$ cat config.mk
export PLATFORM = sky130hd
export DESIGN_NAME = numeric_grouping_checker_unit
export DESIGN_NICKNAME = d
export VERILOG_FILES = /design/src/rtl/ngc_pkg.sv /design/src/rtl/ngc_cfg.sv /design/src/rtl/ngc_step.sv /design/src/rtl/numeric_grouping_checker_unit.sv
export SDC_FILE = /design/constraint.sdc
export NUM_CORES = 1
export LEC_CHECK = 0
export ABC_CLOCK_PERIOD_IN_PS = 2200
export BUFFER_PORTS_ARGS = -buffer_cell sky130_fd_sc_hd__buf_2
export CAP_MARGIN = 5
export CORE_MARGIN = 4
export CORE_UTILIZATION = 45
export CTS_BUF_LIST = sky130_fd_sc_hd__clkbuf_2 sky130_fd_sc_hd__clkbuf_4 sky130_fd_sc_hd__clkbuf_8
export DETAILED_ROUTE_END_ITERATION = 6
export PLACE_DENSITY = 0.73
export RECOVER_POWER = 100
export SLEW_MARGIN = 10
export SYNTH_ARGS = -nofsm -noshare
export SYNTH_HDL_FRONTEND = slang
export SYNTH_SLANG_ARGS = --single-unit
$ cat constraint.sdc
create_clock -name clk_i -period 2.2 [get_ports clk_i]
set_input_delay 0.44 -clock clk_i [delete_from_list [all_inputs] [get_ports clk_i]]
set_output_delay 0.44 -clock clk_i [all_outputs]
set_load 0.05 [all_outputs]
$ cat src/rtl/ngc_pkg.sv
// Package for the numeric grouping checker: request/response types,
// configuration and field-state structs, status codes and character constants.
// No dependencies.
package ngc_pkg;

  localparam int unsigned CharWidth       = 8;
  localparam int unsigned DistWidth       = 3;
  localparam int unsigned DecCountWidth   = 8;
  localparam int unsigned CountWidthDflt  = 8;
  localparam int unsigned CfgAddrWidth    = 3;
  localparam int unsigned CfgDataWidth    = 32;

  localparam logic [DistWidth-1:0] DistMax      = 3'd7;
  localparam logic [DistWidth-1:0] GroupSpan    = 3'd3;
  localparam logic [DistWidth-1:0] FirstGroupMax = 3'd3;

  localparam logic [CharWidth-1:0] CharDollar = 8'h24;
  localparam logic [CharWidth-1:0] CharMinus  = 8'h2D;
  localparam logic [CharWidth-1:0] CharPlus   = 8'h2B;
  localparam logic [CharWidth-1:0] CharSpace  = 8'h20;

  localparam logic [CharWidth-1:0] GroupSepReset   = 8'd44;
  localparam logic [CharWidth-1:0] DecimalSepReset = 8'd46;

  // Register index, taken from paddr[2]
  localparam logic RegGroupSep   = 1'b0;
  localparam logic RegDecimalSep = 1'b1;

  typedef enum logic [1:0] {
    STATUS_OK            = 2'd0,
    STATUS_SEP_AFTER_DEC = 2'd1,
    STATUS_BAD_GROUP     = 2'd2
  } status_e;

  typedef struct packed {
    logic [CharWidth-1:0] char_code;
    logic                 is_last;
  } ngc_req_t;

  typedef struct packed {
    logic [1:0]               status;
    logic [DecCountWidth-1:0] decimal_count;
  } ngc_rsp_t;

  typedef struct packed {
    logic [CharWidth-1:0] group_sep;
    logic [CharWidth-1:0] decimal_sep;
  } ngc_cfg_t;

  typedef struct packed {
    logic                 in_prefix;
    logic                 seen_decimal;
    logic                 seen_group;
    logic [DistWidth-1:0] from_start;
    logic [DistWidth-1:0] from_group;
    status_e              error_code;
  } ngc_state_t;

  localparam ngc_state_t StateReset = '{
    in_prefix:    1'b1,
    seen_decimal: 1'b0,
    seen_group:   1'b0,
    from_start:   '0,
    from_group:   '0,
    error_code:   STATUS_OK
  };

  function automatic logic [DistWidth-1:0] dist_inc(input logic [DistWidth-1:0] d);
    return (d == DistMax) ? d : d + 3'd1;
  endfunction

endpackage

$ cat src/rtl/ngc_cfg.sv
// APB-style configuration registers for the numeric grouping checker.
// Depends on ngc_pkg.
module ngc_cfg (
  input  logic                              clk_i,
  input  logic                              rst_ni,
  input  logic                              psel,
  input  logic                              penable,
  input  logic                              pwrite,
  input  logic [ngc_pkg::CfgAddrWidth-1:0]  paddr,
  input  logic [ngc_pkg::CfgDataWidth-1:0]  pwdata,
  output logic [ngc_pkg::CfgDataWidth-1:0]  prdata,
  output logic                              pready,
  output ngc_pkg::ngc_cfg_t                 cfg_o
);
  import ngc_pkg::*;

  logic [CharWidth-1:0] group_sep_q, decimal_sep_q;
  logic                 wr_en;
  logic                 reg_idx;

  assign pready  = 1'b1;
  assign reg_idx = paddr[2];
  assign wr_en   = psel & penable & pwrite & pready;

  always_ff @(posedge clk_i or negedge rst_ni) begin
    if (!rst_ni) begin
      group_sep_q   <= GroupSepReset;
      decimal_sep_q <= DecimalSepReset;
    end else if (wr_en) begin
      if (reg_idx == RegGroupSep) begin
        group_sep_q <= pwdata[CharWidth-1:0];
      end else begin
        decimal_sep_q <= pwdata[CharWidth-1:0];
      end
    end
  end

  always_comb begin
    prdata = '0;
    case (reg_idx)
      RegGroupSep:   prdata[CharWidth-1:0] = group_sep_q;
      RegDecimalSep: prdata[CharWidth-1:0] = decimal_sep_q;
      default:       prdata = '0;
    endcase
  end

  assign cfg_o = '{group_sep: group_sep_q, decimal_sep: decimal_sep_q};

endmodule

$ cat src/rtl/ngc_step.sv
// Next-state logic for one character of a numeric field: prefix skip,
// separator distance checks, error freeze and decimal counting. Depends on ngc_pkg.
module ngc_step #(
  parameter int unsigned CountWidth = ngc_pkg::CountWidthDflt,
  localparam int unsigned DecW = (CountWidth >= 8) ? 8 : CountWidth
) (
  input  ngc_pkg::ngc_cfg_t   cfg_i,
  input  ngc_pkg::ngc_req_t   req_i,
  input  ngc_pkg::ngc_state_t st_i,
  input  logic [DecW-1:0]     dec_i,
  output ngc_pkg::ngc_state_t st_o,
  output logic [DecW-1:0]     dec_o
);
  import ngc_pkg::*;

  logic [CharWidth-1:0] c;
  logic                 is_grp, is_dec, group_now;

  assign c      = req_i.char_code;
  assign is_grp = (c == cfg_i.group_sep);
  assign is_dec = (c == cfg_i.decimal_sep);

  always_comb begin
    st_o      = st_i;
    dec_o     = dec_i;
    group_now = 1'b0;
    if (st_i.error_code == STATUS_OK &&
        !(st_i.in_prefix && (c inside {CharDollar, CharMinus, CharPlus}))) begin
      st_o.in_prefix = 1'b0;
      if (is_grp || is_dec) begin
        if (st_i.seen_decimal) begin
          st_o.error_code = STATUS_SEP_AFTER_DEC;
        end else if ((st_i.seen_group && st_i.from_group != GroupSpan) ||
                     (!st_i.seen_group && is_grp && st_i.from_start > FirstGroupMax)) begin
          st_o.error_code = STATUS_BAD_GROUP;
        end else if (is_dec) begin
          st_o.seen_decimal = 1'b1;
        end else begin
          st_o.seen_group = 1'b1;
          group_now       = 1'b1;
        end
      end else if (st_i.seen_decimal && c != CharSpace) begin
        if (dec_i != {DecW{1'b1}}) begin
          dec_o = dec_i + {{(DecW-1){1'b0}}, 1'b1};
        end
      end
      st_o.from_start = dist_inc(st_i.from_start);
      st_o.from_group = group_now ? '0 : dist_inc(st_i.from_group);
    end
  end

endmodule

$ cat src/rtl/numeric_grouping_checker_unit.sv
// Top level of the numeric grouping checker: input register, step logic,
// result register and APB configuration. Depends on ngc_pkg, ngc_cfg, ngc_step.
//
//  channel | signals                                   | direction
//  --------+-------------------------------------------+----------
//  in      | in_valid_i, in_ready_o, in_req_i          | request in
//  out     | out_valid_o, out_ready_i, out_rsp_o       | result out
//  cfg     | psel, penable, pwrite, paddr, pwdata,     | APB slave
//          | prdata, pready                            |
//
// One character request per cycle is accepted while no last character is held
// back. Each request is loaded into the input register, then the step logic
// updates the field state and, on the last character, loads the result register,
// which drives out_valid_o.
// Characters without is_last always move on; a last character
// waits only while the result register still holds an untaken result.
// Reset (rst_ni low, asynchronous) restores both separators and clears the
// field state; there is no clearing pass.
module numeric_grouping_checker_unit #(
  parameter int unsigned COUNT_WIDTH = ngc_pkg::CountWidthDflt
) (
  input  logic                              clk_i,
  input  logic                              rst_ni,
  input  logic                              in_valid_i,
  output logic                              in_ready_o,
  input  ngc_pkg::ngc_req_t                 in_req_i,
  output logic                              out_valid_o,
  input  logic                              out_ready_i,
  output ngc_pkg::ngc_rsp_t                 out_rsp_o,
  input  logic                              psel,
  input  logic                              penable,
  input  logic                              pwrite,
  input  logic [ngc_pkg::CfgAddrWidth-1:0]  paddr,
  input  logic [ngc_pkg::CfgDataWidth-1:0]  pwdata,
  output logic [ngc_pkg::CfgDataWidth-1:0]  prdata,
  output logic                              pready
);
  import ngc_pkg::*;

  // Width of the decimal counter; it saturates at all ones.
  localparam int unsigned DecW = (COUNT_WIDTH >= 8) ? 8 : COUNT_WIDTH;

  ngc_cfg_t   cfg;
  logic       in_valid_q;
  ngc_req_t   in_q;
  ngc_state_t st_q, st_next, st_d;
  logic [DecW-1:0] dec_q, dec_next, dec_d;
  logic       out_valid_q, out_valid_d;
  ngc_rsp_t   out_q;
  logic       out_free, advance;

  ngc_cfg u_cfg (
    .clk_i   (clk_i),
    .rst_ni  (rst_ni),
    .psel    (psel),
    .penable (penable),
    .pwrite  (pwrite),
    .paddr   (paddr),
    .pwdata  (pwdata),
    .prdata  (prdata),
    .pready  (pready),
    .cfg_o   (cfg)
  );

  ngc_step #(.CountWidth(COUNT_WIDTH)) u_step (
    .cfg_i (cfg),
    .req_i (in_q),
    .st_i  (st_q),
    .dec_i (dec_q),
    .st_o  (st_next),
    .dec_o (dec_next)
  );

  // Result register is free when empty or being drained this cycle.
  assign out_free   = !out_valid_q || out_ready_i;
  // Advance the held request unless it is a last character facing a full result.
  assign advance    = in_valid_q && (!in_q.is_last || out_free);
  assign in_ready_o = !in_valid_q || advance;

  // Field state: take the step result, drop back to reset after the last character.
  always_comb begin
    st_d  = st_q;
    dec_d = dec_q;
    if (advance) begin
      if (in_q.is_last) begin
        st_d  = StateReset;
        dec_d = '0;
      end else begin
        st_d  = st_next;
        dec_d = dec_next;
      end
    end
  end

  always_comb begin
    out_valid_d = out_valid_q;
    if (out_ready_i) begin
      out_valid_d = 1'b0;
    end
    if (advance && in_q.is_last) begin
      out_valid_d = 1'b1;
    end
  end

  always_ff @(posedge clk_i or negedge rst_ni) begin
    if (!rst_ni) begin
      in_valid_q  <= 1'b0;
      st_q        <= StateReset;
      dec_q       <= '0;
      out_valid_q <= 1'b0;
    end else begin
      if (in_ready_o) begin
        in_valid_q <= in_valid_i;
      end
      st_q        <= st_d;
      dec_q       <= dec_d;
      out_valid_q <= out_valid_d;
    end
  end

  // Payload registers: hold until the next load.
  always_ff @(posedge clk_i) begin
    if (in_valid_i && in_ready_o) begin
      in_q <= in_req_i;
    end
    if (advance && in_q.is_last) begin
      out_q.status        <= st_next.error_code;
      out_q.decimal_count <= DecCountWidth'(dec_next);
    end
  end

  assign out_valid_o = out_valid_q;
  assign out_rsp_o   = out_q;

endmodule

After elaboration in Yosys (flattened, before gate mapping). Cells that the tools add are included.

Flip-flop bits (word level): 56. Latch bits: 0. Memory bits (writable): 0. Bits in read-only memories: 0. Bits of input ports: 51. Output and inout port bits: 45. Word-level logic and storage cells: 94. Memories kept: 0.

Add/sub/neg operators: 3. $mul: 0. Div/mod/pow operators: 0. Order comparisons: 1. Equal/unequal tests: 15. Shift-type cells: 0. Multiplexer cells: 26. Bitwise operators: 3. Reduce and logical (&&, ||, !) cells: 31.

Operator list (count): $mux W8 (5); $eq A8 B6 Y1 const B (3); $mux W11 (2); $eq A8 B8 Y1 (2); $pmux W8 S2 (1); $mux W2 (6); $logic_and A1 B1 Y1 (9); $mux W1 (9); $mux W3 (3); $reduce_and A3 Y1 (3); $add A8 B1 Y8 const B (1); $ne A2 B2 Y1 const B (4); $ne A8 B6 Y1 const B (1); $ne A8 B8 Y1 const B (1); $add A3 B1 Y3 const B (2); $eq A3 B3 Y1 const B (2); $ne A3 B2 Y1 const B (2); $reduce_and A2 Y1 (3); $reduce_and A6 Y1 (1); $reduce_bool A2 Y1 (3); $logic_not A1 Y1 (5); $logic_or A1 B1 Y1 (5); $gt A3 B2 Y1 const B (1); $reduce_bool A3 Y1 (1); other kinds (3) (4).

Logic depth before layout (Yosys ltp). Gate-level depths: netlist (run 1).

Depth after elaboration: 11. Gate-level depth with buffers: 8.

Cells and area by module. Synthesis (run 1) repeated with hierarchy kept, for this count alone.

Cell total of the unflattened synthesis: 310. Area, all modules: 3413.3 um^2.

By module, submodules not included: numeric_grouping_checker_unit (times used 1, cells each 136, area each 1735.4 um^2, sequential area each 1097.3 um^2); ngc_cfg (times used 1, cells each 70, area each 930.9 um^2, sequential area each 409.1 um^2); ngc_step (times used 1, cells each 104, area each 747.0 um^2, sequential area each 0.0 um^2).

Worst setup path after synthesis (run 1). OpenSTA, ideal clock, no wires.

Path kind: register -> register. Start: register dec_q[0]. End: register out_q (netlist bit out_rsp_o[1]) (data pin). Setup time: 0.260 ns. Arrival: 1.860 ns. Required time: 1.940 ns. Path slack: 0.080 ns. Stages on the path, launching flop included: 7. Path buffers: 0. Clock period less this slack: 2.120 ns. Cell sequence: dfrtp_1 ha_1 and3_2 nand4_1 o221ai_2 nor3b_4 mux2_2.

Word-level cells in the longest chain between the ends: 5.

Ends and longest elaborated chain: start: declaration (line numeric_grouping_checker_unit.sv:47) `logic [DecW-1:0] dec_q, dec_next, dec_d;`; start signal: assignment (line numeric_grouping_checker_unit.sv:109) `dec_q <= '0;`; start signal: assignment (line numeric_grouping_checker_unit.sv:116) `dec_q <= dec_d;`; $add A8 B1 Y8 or $ne A8 B8 Y1 (tied branches) (line ngc_step.sv:44, ngc_step.sv:43); $mux W8 * (line ngc_step.sv:43) `if (dec_i != {DecW{1'b1}}) begin`; $mux W8 * (line ngc_step.sv:42) `end else if (st_i.seen_decimal && c != CharSpace) begin`; $mux W8 * (line ngc_step.sv:30) `if (is_grp || is_dec) begin`; $mux W8 * (line ngc_step.sv:27) `if (st_i.error_code == STATUS_OK &&`; named net dec_next[1] (line numeric_grouping_checker_unit.sv:47); end: declaration (line numeric_grouping_checker_unit.sv:49) `ngc_rsp_t out_q;`.

Mark *: on every way through the listed nets, which the timed path passes. The rest lies on a longest branch. A chain may end at the register's enable or synchronous reset.

Worst setup path in the final report (run 1).
Start: register in_q[5] (netlist name). End: register dec_q[5].

Word-level cells in the longest chain between the ends: 7.

Ends and longest elaborated chain: start: declaration (line numeric_grouping_checker_unit.sv:45) `ngc_req_t in_q;`; start signal: assignment (line numeric_grouping_checker_unit.sv:124) `in_q <= in_req_i;`; $eq A8 B6 Y1 (line ngc_step.sv:28) `!(st_i.in_prefix && (c inside {CharDollar, CharMinus, CharPlus}))) begin`; $reduce_bool A3 Y1 (line ngc_step.sv:28); $logic_and A1 B1 Y1 (line ngc_step.sv:28); $logic_not A1 Y1 (line ngc_step.sv:28); $logic_and A1 B1 Y1 (line ngc_step.sv:27); $mux W8 * (line ngc_step.sv:27); $mux W8 * (line numeric_grouping_checker_unit.sv:85) `if (in_q.is_last) begin`.

Every way passes the cells marked *; elsewhere a longest branch is shown, timed or not.

==> impl_metrics.yaml, run 1 <==
placement:
  hpwl_mm: 4.51
  io_buffer_count: 44
  gp_congestion: 0.858
  pre_cts_ws_ns: -0.0449
yosys:
  synth-edff-count: 19
  post_synth.cell_area_avg_um2: 11.4
  seq_area_frac_synth: 0.491
  ys.flop_type: "dfrtp_1"
  yosys.area.top_type_share: 0.237
  synth_most_common_cell: "dfrtp_1"
  async_flop_share: 0.661
  netlist_top_cells_count: "dfrtp_1 (29), mux2_2 (27), buf_4 (25), nand2_1 (21), edfxtp_1 (19)"
  synth_top_area_cell: "dfrtp_1"
  synth_cell_types: 56
  syn_inst: 268
  synth-seq-cells: 56
  synth.area.top_cells: "dfrtp_1 (24%), edfxtp_1 (19%), mux2_2 (9.9%)"
  synth_warnings: 0
  netlist_area_mm2: 0.00307
sta:
  report.final.slew_viol_count: 0
  tns_ns: 0
  fin_worst_skew_ns: 0.00667
  whs_ns: 0.264
  tightestPinTransition_ns: 0.955
  finalSetupViolCount: 0
  rsz0062_at_grt: "true"
  relSlewSlack: 0.363
  fin_crit_ns: 2.15
  finalCritPeriodShare: 0.976
  setup_ws_ns: 0.0527
  clock.fmax_mhz: 466
  hold_violations: 0
grt:
  grt_max_degree: 38
  grtUsageMet3: 0.0400
  grt_util_met2: 0.256
  grtUsageTotal: 0.153
  grt_overflow: 0
  grt_pass1_wl_mm: 10.3
  met1_usage: 0.190
  antenna_found_initial: 0
  grt_busiest_layer: "met2"
  grt_pass1_vias: 2180
cts:
  clkSinkCount: 56
  ctsHtreeMaxLevel: 2
  clockRootBuffer: "clkbuf_8"
  cts_hold_buf: 0
  cts_max_path_buffers: 2
  cts_buffers: 5
  path_clk_slew_ns: 0.09
  cts_tree: "done"
  insertion_delay_ns: 0.31
route:
  drt-initial-drc-count: 151
  finalWirelength_mm: 6.25
  via_per_inst: 5.22
  firstDrtPassIters: 4
  ant_nets: 0
  drc_errors: 0
  avgRoutedWirePerCell_um: 14.9
  dr_total_vias: 2192
worst_setup_path:
  cp-start-kind: "register"
  max_stage_delay_ns: 0.42
  r2r_end: "dec_q[5]"
  critPathKind: "register to register"
  rr_startpoint: "in_q[5]"
  cp_data_required_time_ns: 2.40
  critPathMaxFanout: 5
  critPathLaunch: "in_q[5]"
  cp_cell_sequence: "nor4b_2, buf_4, o21ai_0, o221ai_2, nor3b_4, and4_2, a311o_1"
  cp.arrival_ns: 2.34
  critical_path_depth: 7
  endpoint: "dec_q[5]"
  crit_path_end_kind: "register"
  ff2ff_path_depth: 7
  crit_buf_inv: 1
  critPathSlowestCell: "edfxtp_1"
  crit_family: "compound AO/OA/AOI/OAI gates"
  rrSetupSlack_ns: 0.05
pwr:
  pwr-share-clk: 0.221
  p_per_area_mw_per_mm2: 724
  irDropWorstVdd_v: 0.000409
  swShare: 0.341
  combPwrFrac: 0.268
  p_switching_w: 0.000881
  p_leak_nw: 1.57
  internal_power_w: 0.00170
  p_seq_frac: 0.511
final_layout:
  fin_util: 0.549
  fillers: 591
  multi_input_area_mm2: 0.00144
  area_growth_pct: 16.4
  n_antenna_cell: 0
  nets: 400
  drive_above_1_share: 0.338
  area.sequential_mm2: 0.00151
outcome:
  status: "finished clean"
floorplanning:
  chipHeight_um: 90.5
  rows: 29
  io_pins: 96
  start_util: 0.472
  dieArea_mm2: 0.00820
  fp.dieW_um: 90.5
  core_mm2: 0.00649
worst_hold_path:
  min_path_type: "primary input to async pin"
job:
  maxCapViolations: 0
## routing by layer
layer  wire length (um)  part of all wire  vias to the layer above
met5                  0                 0                        -
met4                120             0.019                        0
met3                454             0.073                       11
met2               3030              0.48                       85
met1               2640              0.42                     1030
li1                   -                 -                     1066
## worst min-delay path by stage
stage | depth (start not counted) | endpoint | startpoint | slack (ns)
detailed placement | 2 | st_q[10] | st_q[10] | 0.48
finish | 1 | u_cfg.group_sep_q[7] | rst_ni | 0.26
floorplan | 0 | dec_q[0] | rst_ni | 0.14
CTS | 1 | u_cfg.decimal_sep_q[0] | rst_ni | 0.25
global route | 1 | in_q[5] | in_req_i[5] | 0.29
global placement | 1 | st_q[2] | st_q[2] | 0.47
## through the flow
stage / cells / total power, W / instance area, um^2
final: 420 / 0.00258 / 3570
after global routing: 420 / 0.00272 / 3570
after CTS: 418 / 0.00260 / 3560
after detailed placement: 409 / 0.00203 / 3450
after global placement: 409 / 0.00202 / 3450
after floorplan: 291 / 0.00189 / 3150
## layout by cell type, fill, tap and decap left out, types with 11 or more instances in the layout
cell	netlist	layout
dfrtp_1	29	29
xnor2_1	13	13
buf_4	25	24
nand2_1	21	22
clkbuf_2	1	11
clkbuf_1	1	14
edfxtp_1	19	19
conb_1	2	25
mux2_2	27	27
nor2_1	14	13
buf_2	1	22
## layout make-up
cell class | instances | share of cell area
multi-input combinational | 198 | 0.403
clock inverter | 1 | 0.00105
tap | 77 | 0.0270
timing repair buffer | 72 | 0.114
clock buffer | 7 | 0.0235
inverter | 9 | 0.00947
sequential | 56 | 0.422
## kinds of logic after synthesis
group,Yosys count,share of synthesized area
compound gates,38,0.0922
xor+xnor,22,0.0629
fa+ha+maj,7,0.0286
buf+inv,38,0.0804
flops,56,0.491
mux,28,0.102
other cells,2,0.00245
simple gates,77,0.140
## what timing repair did
action	CTS	global route
resized for setup	1	5
pin swaps	1	2
cloned	1	0
endpoints found under the setup margin	3	13
buffers inserted	0	2
## registers in the layout, summed over array words and instances (netlist names)
register / count
dec_q: 8
st_q: 11
out_valid_o: 1
out_rsp_o: 10
u_cfg.group_sep_q: 8
in_q: 9
in_valid_q: 1
u_cfg.decimal_sep_q: 8
## power groups by stage
stage	combinational (W)	sequential, W	clock (W)
6_report	0.000691	0.00132	0.000572
5_1_grt	0.000746	0.00134	0.000632
4_1_cts	0.000696	0.00132	0.000583
3_5_place_dp	0.000691	0.00134	0
3_3_place_gp	0.000683	0.00133	0
2_1_floorplan	0.000542	0.00135	0
Power figures use the tool's default switching activity.
==> run 2, diff against run 1 <==
Settings changed: BUFFER_PORTS_ARGS -buffer_cell sky130_fd_sc_hd__buf_2 to -buffer_cell sky130_fd_sc_hd__clkbuf_2, TNS_END_PERCENT from default to 50.
==> run 2 against run 1 <==
Maximum frequency increased by 1.7%. Clock power decreased by 2%. Sequential power about the same. Register-to-register slack improved by 0.04 ns. Die area unchanged. Power decreased by 0.17%. Flip-flop and latch count unchanged. Routed wire length decreased by 1.1%. Hold slack improved by 0.036 ns. Via count increased by 1.1%. Critical path type unchanged. Critical endpoint is now out_rsp_o[1]. Largest power group unchanged. Highest routed layer unchanged.
==> impl_metrics.yaml, run 2 (synthesis gave the netlist of run 1 again) <==
route:
  finalWirelength_mm: 6.18
  dr_total_vias: 2217
  drt-initial-drc-count: 74
  firstDrtPassIters: 4
  ant_nets: 0
  avgRoutedWirePerCell_um: 14.6
  via_per_inst: 5.24
  drc_errors: 0
floorplanning:
  fp.dieW_um: 90.5
  core_mm2: 0.00649
  start_util: 0.472
  dieArea_mm2: 0.00820
  rows: 29
  chipHeight_um: 90.5
  io_pins: 96
pwr:
  irDropWorstVdd_v: 0.000569
  p_leak_nw: 1.56
  p_per_area_mw_per_mm2: 720
final_layout:
  layout_common_cells: "clkbuf_2 (33), dfrtp_1 (29), mux2_2 (26)"
  largest_reg_flops: 11
  largest-register: "st_q"
  nets: 403
  area_growth_pct: 16.9
  n_antenna_cell: 0
  layout_commonest_cell: "clkbuf_2"
  area.sequential_mm2: 0.00151
  multi_input_area_mm2: 0.00143
  final_cell_area_mm2: 0.00358
  final_cells: 423
  drive_above_1_share: 0.335
  fillers: 576
worst_setup_path:
  crit_path_end_kind: "register"
  cp_data_required_time_ns: 2.27
  critPathMaxFanout: 7
  cp.arrival_ns: 2.18
  cp-start-kind: "register"
  critPathKind: "register to register"
  ff2ff_path_depth: 6
grt:
  grt_overflow: 0
  grtUsageTotal: 0.154
  grt_pass1_wl_mm: 10.5
  antenna_found_initial: 0
  grt_max_degree: 26
  grt_pass1_vias: 2259
placement:
  hpwl_mm: 4.67
  gp_congestion: 0.835
  detailed_place.area_mm2: 0.00345
  io_buffer_count: 44
  dp_cells: 409
outcome:
  status: "finished clean"
sta:
  relSlewSlack: 0.0949
  rsz0062_at_grt: "true"
  hold_violations: 0
  fin_worst_skew_ns: 0.00693
  fin_crit_ns: 2.11
  finalCritPeriodShare: 0.959
  report.final.slew_viol_count: 0
  tightestPinTransition_ns: 1.36
  finalSetupViolCount: 0
  clock.fmax_mhz: 474
cts:
  path_clk_slew_ns: 0.10
  insertion_delay_ns: 0.31
  clkSinkCount: 56
  cts_tree: "done"
  cts_buffers: 5
  cts_max_path_buffers: 2
  cts_hold_buf: 0
  ctsHtreeMaxLevel: 2
  clockRootBuffer: "clkbuf_8"
job:
  maxCapViolations: 0
worst_hold_path:
  min_path_type: "primary input to register"
  min_path_cells: 1
[run 2: per-layer routing]
metal  global-route usage  vias up  part of all wire
met4               0.0434        0            0.0083
met2                0.269       74              0.48
met1                0.190     1068              0.46
li1                     -     1070                 -
met5                    0        -                 0
met3               0.0367        5             0.058
[run 2: critical path, stage by stage (launching register included)]
cell and delay [ns]:
edfxtp_1 0.46, and4b_2 0.30, a211oi_2 0.22, o221ai_2 0.18, nor3b_4 0.23, buf_6 0.16
mux2_2 0.33
[run 2: what timing repair did]
item	CTS	global route
cloned	0	0
setup buffers	4	2
pin swaps	4	6
resized for setup	1	8
setup endpoints to repair	8	10
[run 2: through the flow]
stage / hold WS (ns) / power [W] / util / worst slack [ns] / setup TNS (ns)
after detailed placement: 0.475 / 0.00204 / 0.531 / -0.0768 / -0.252
after global routing: 0.286 / 0.00271 / 0.552 / -0.0433 / -0.264
after global placement: 0.466 / 0.00202 / 0.531 / -0.00893 / -0.00893
after floorplan: 0.144 / 0.00189 / - / 0.0804 / 0
final: 0.300 / 0.00258 / 0.552 / 0.0895 / 0
after CTS: 0.146 / 0.00259 / 0.550 / -0.0200 / -0.0366
[run 2: layout make-up]
cell class | count | area share
sequential | 56 | 0.420
multi-input combinational | 197 | 0.399
timing repair buffer | 76 | 0.119
tap | 77 | 0.0269
clock buffer | 5 | 0.0192
inverter | 9 | 0.00943
clock inverter | 3 | 0.00524
[run 2: power by group]
group          internal [W]  switching (W)
logic              0.000237       0.000459
clock network      0.000221       0.000341
registers           0.00122       0.000103
[run 2: path summary, 6_finish.rpt]
kind | from | endpoint | slack, ns
min in group asynchronous | rst_ni | u_cfg.decimal_sep_q[7] | 0.41
setup reg to reg | in_q[1] | out_rsp_o[1] | 0.09
setup / recovery | in_q[1] | out_rsp_o[1] | 0.09
hold / removal | in_req_i[5] | in_q[5] | 0.30
hold reg to reg | st_q[10] | st_q[10] | 0.49
max in group asynchronous | rst_ni | st_q[10] | 0.78
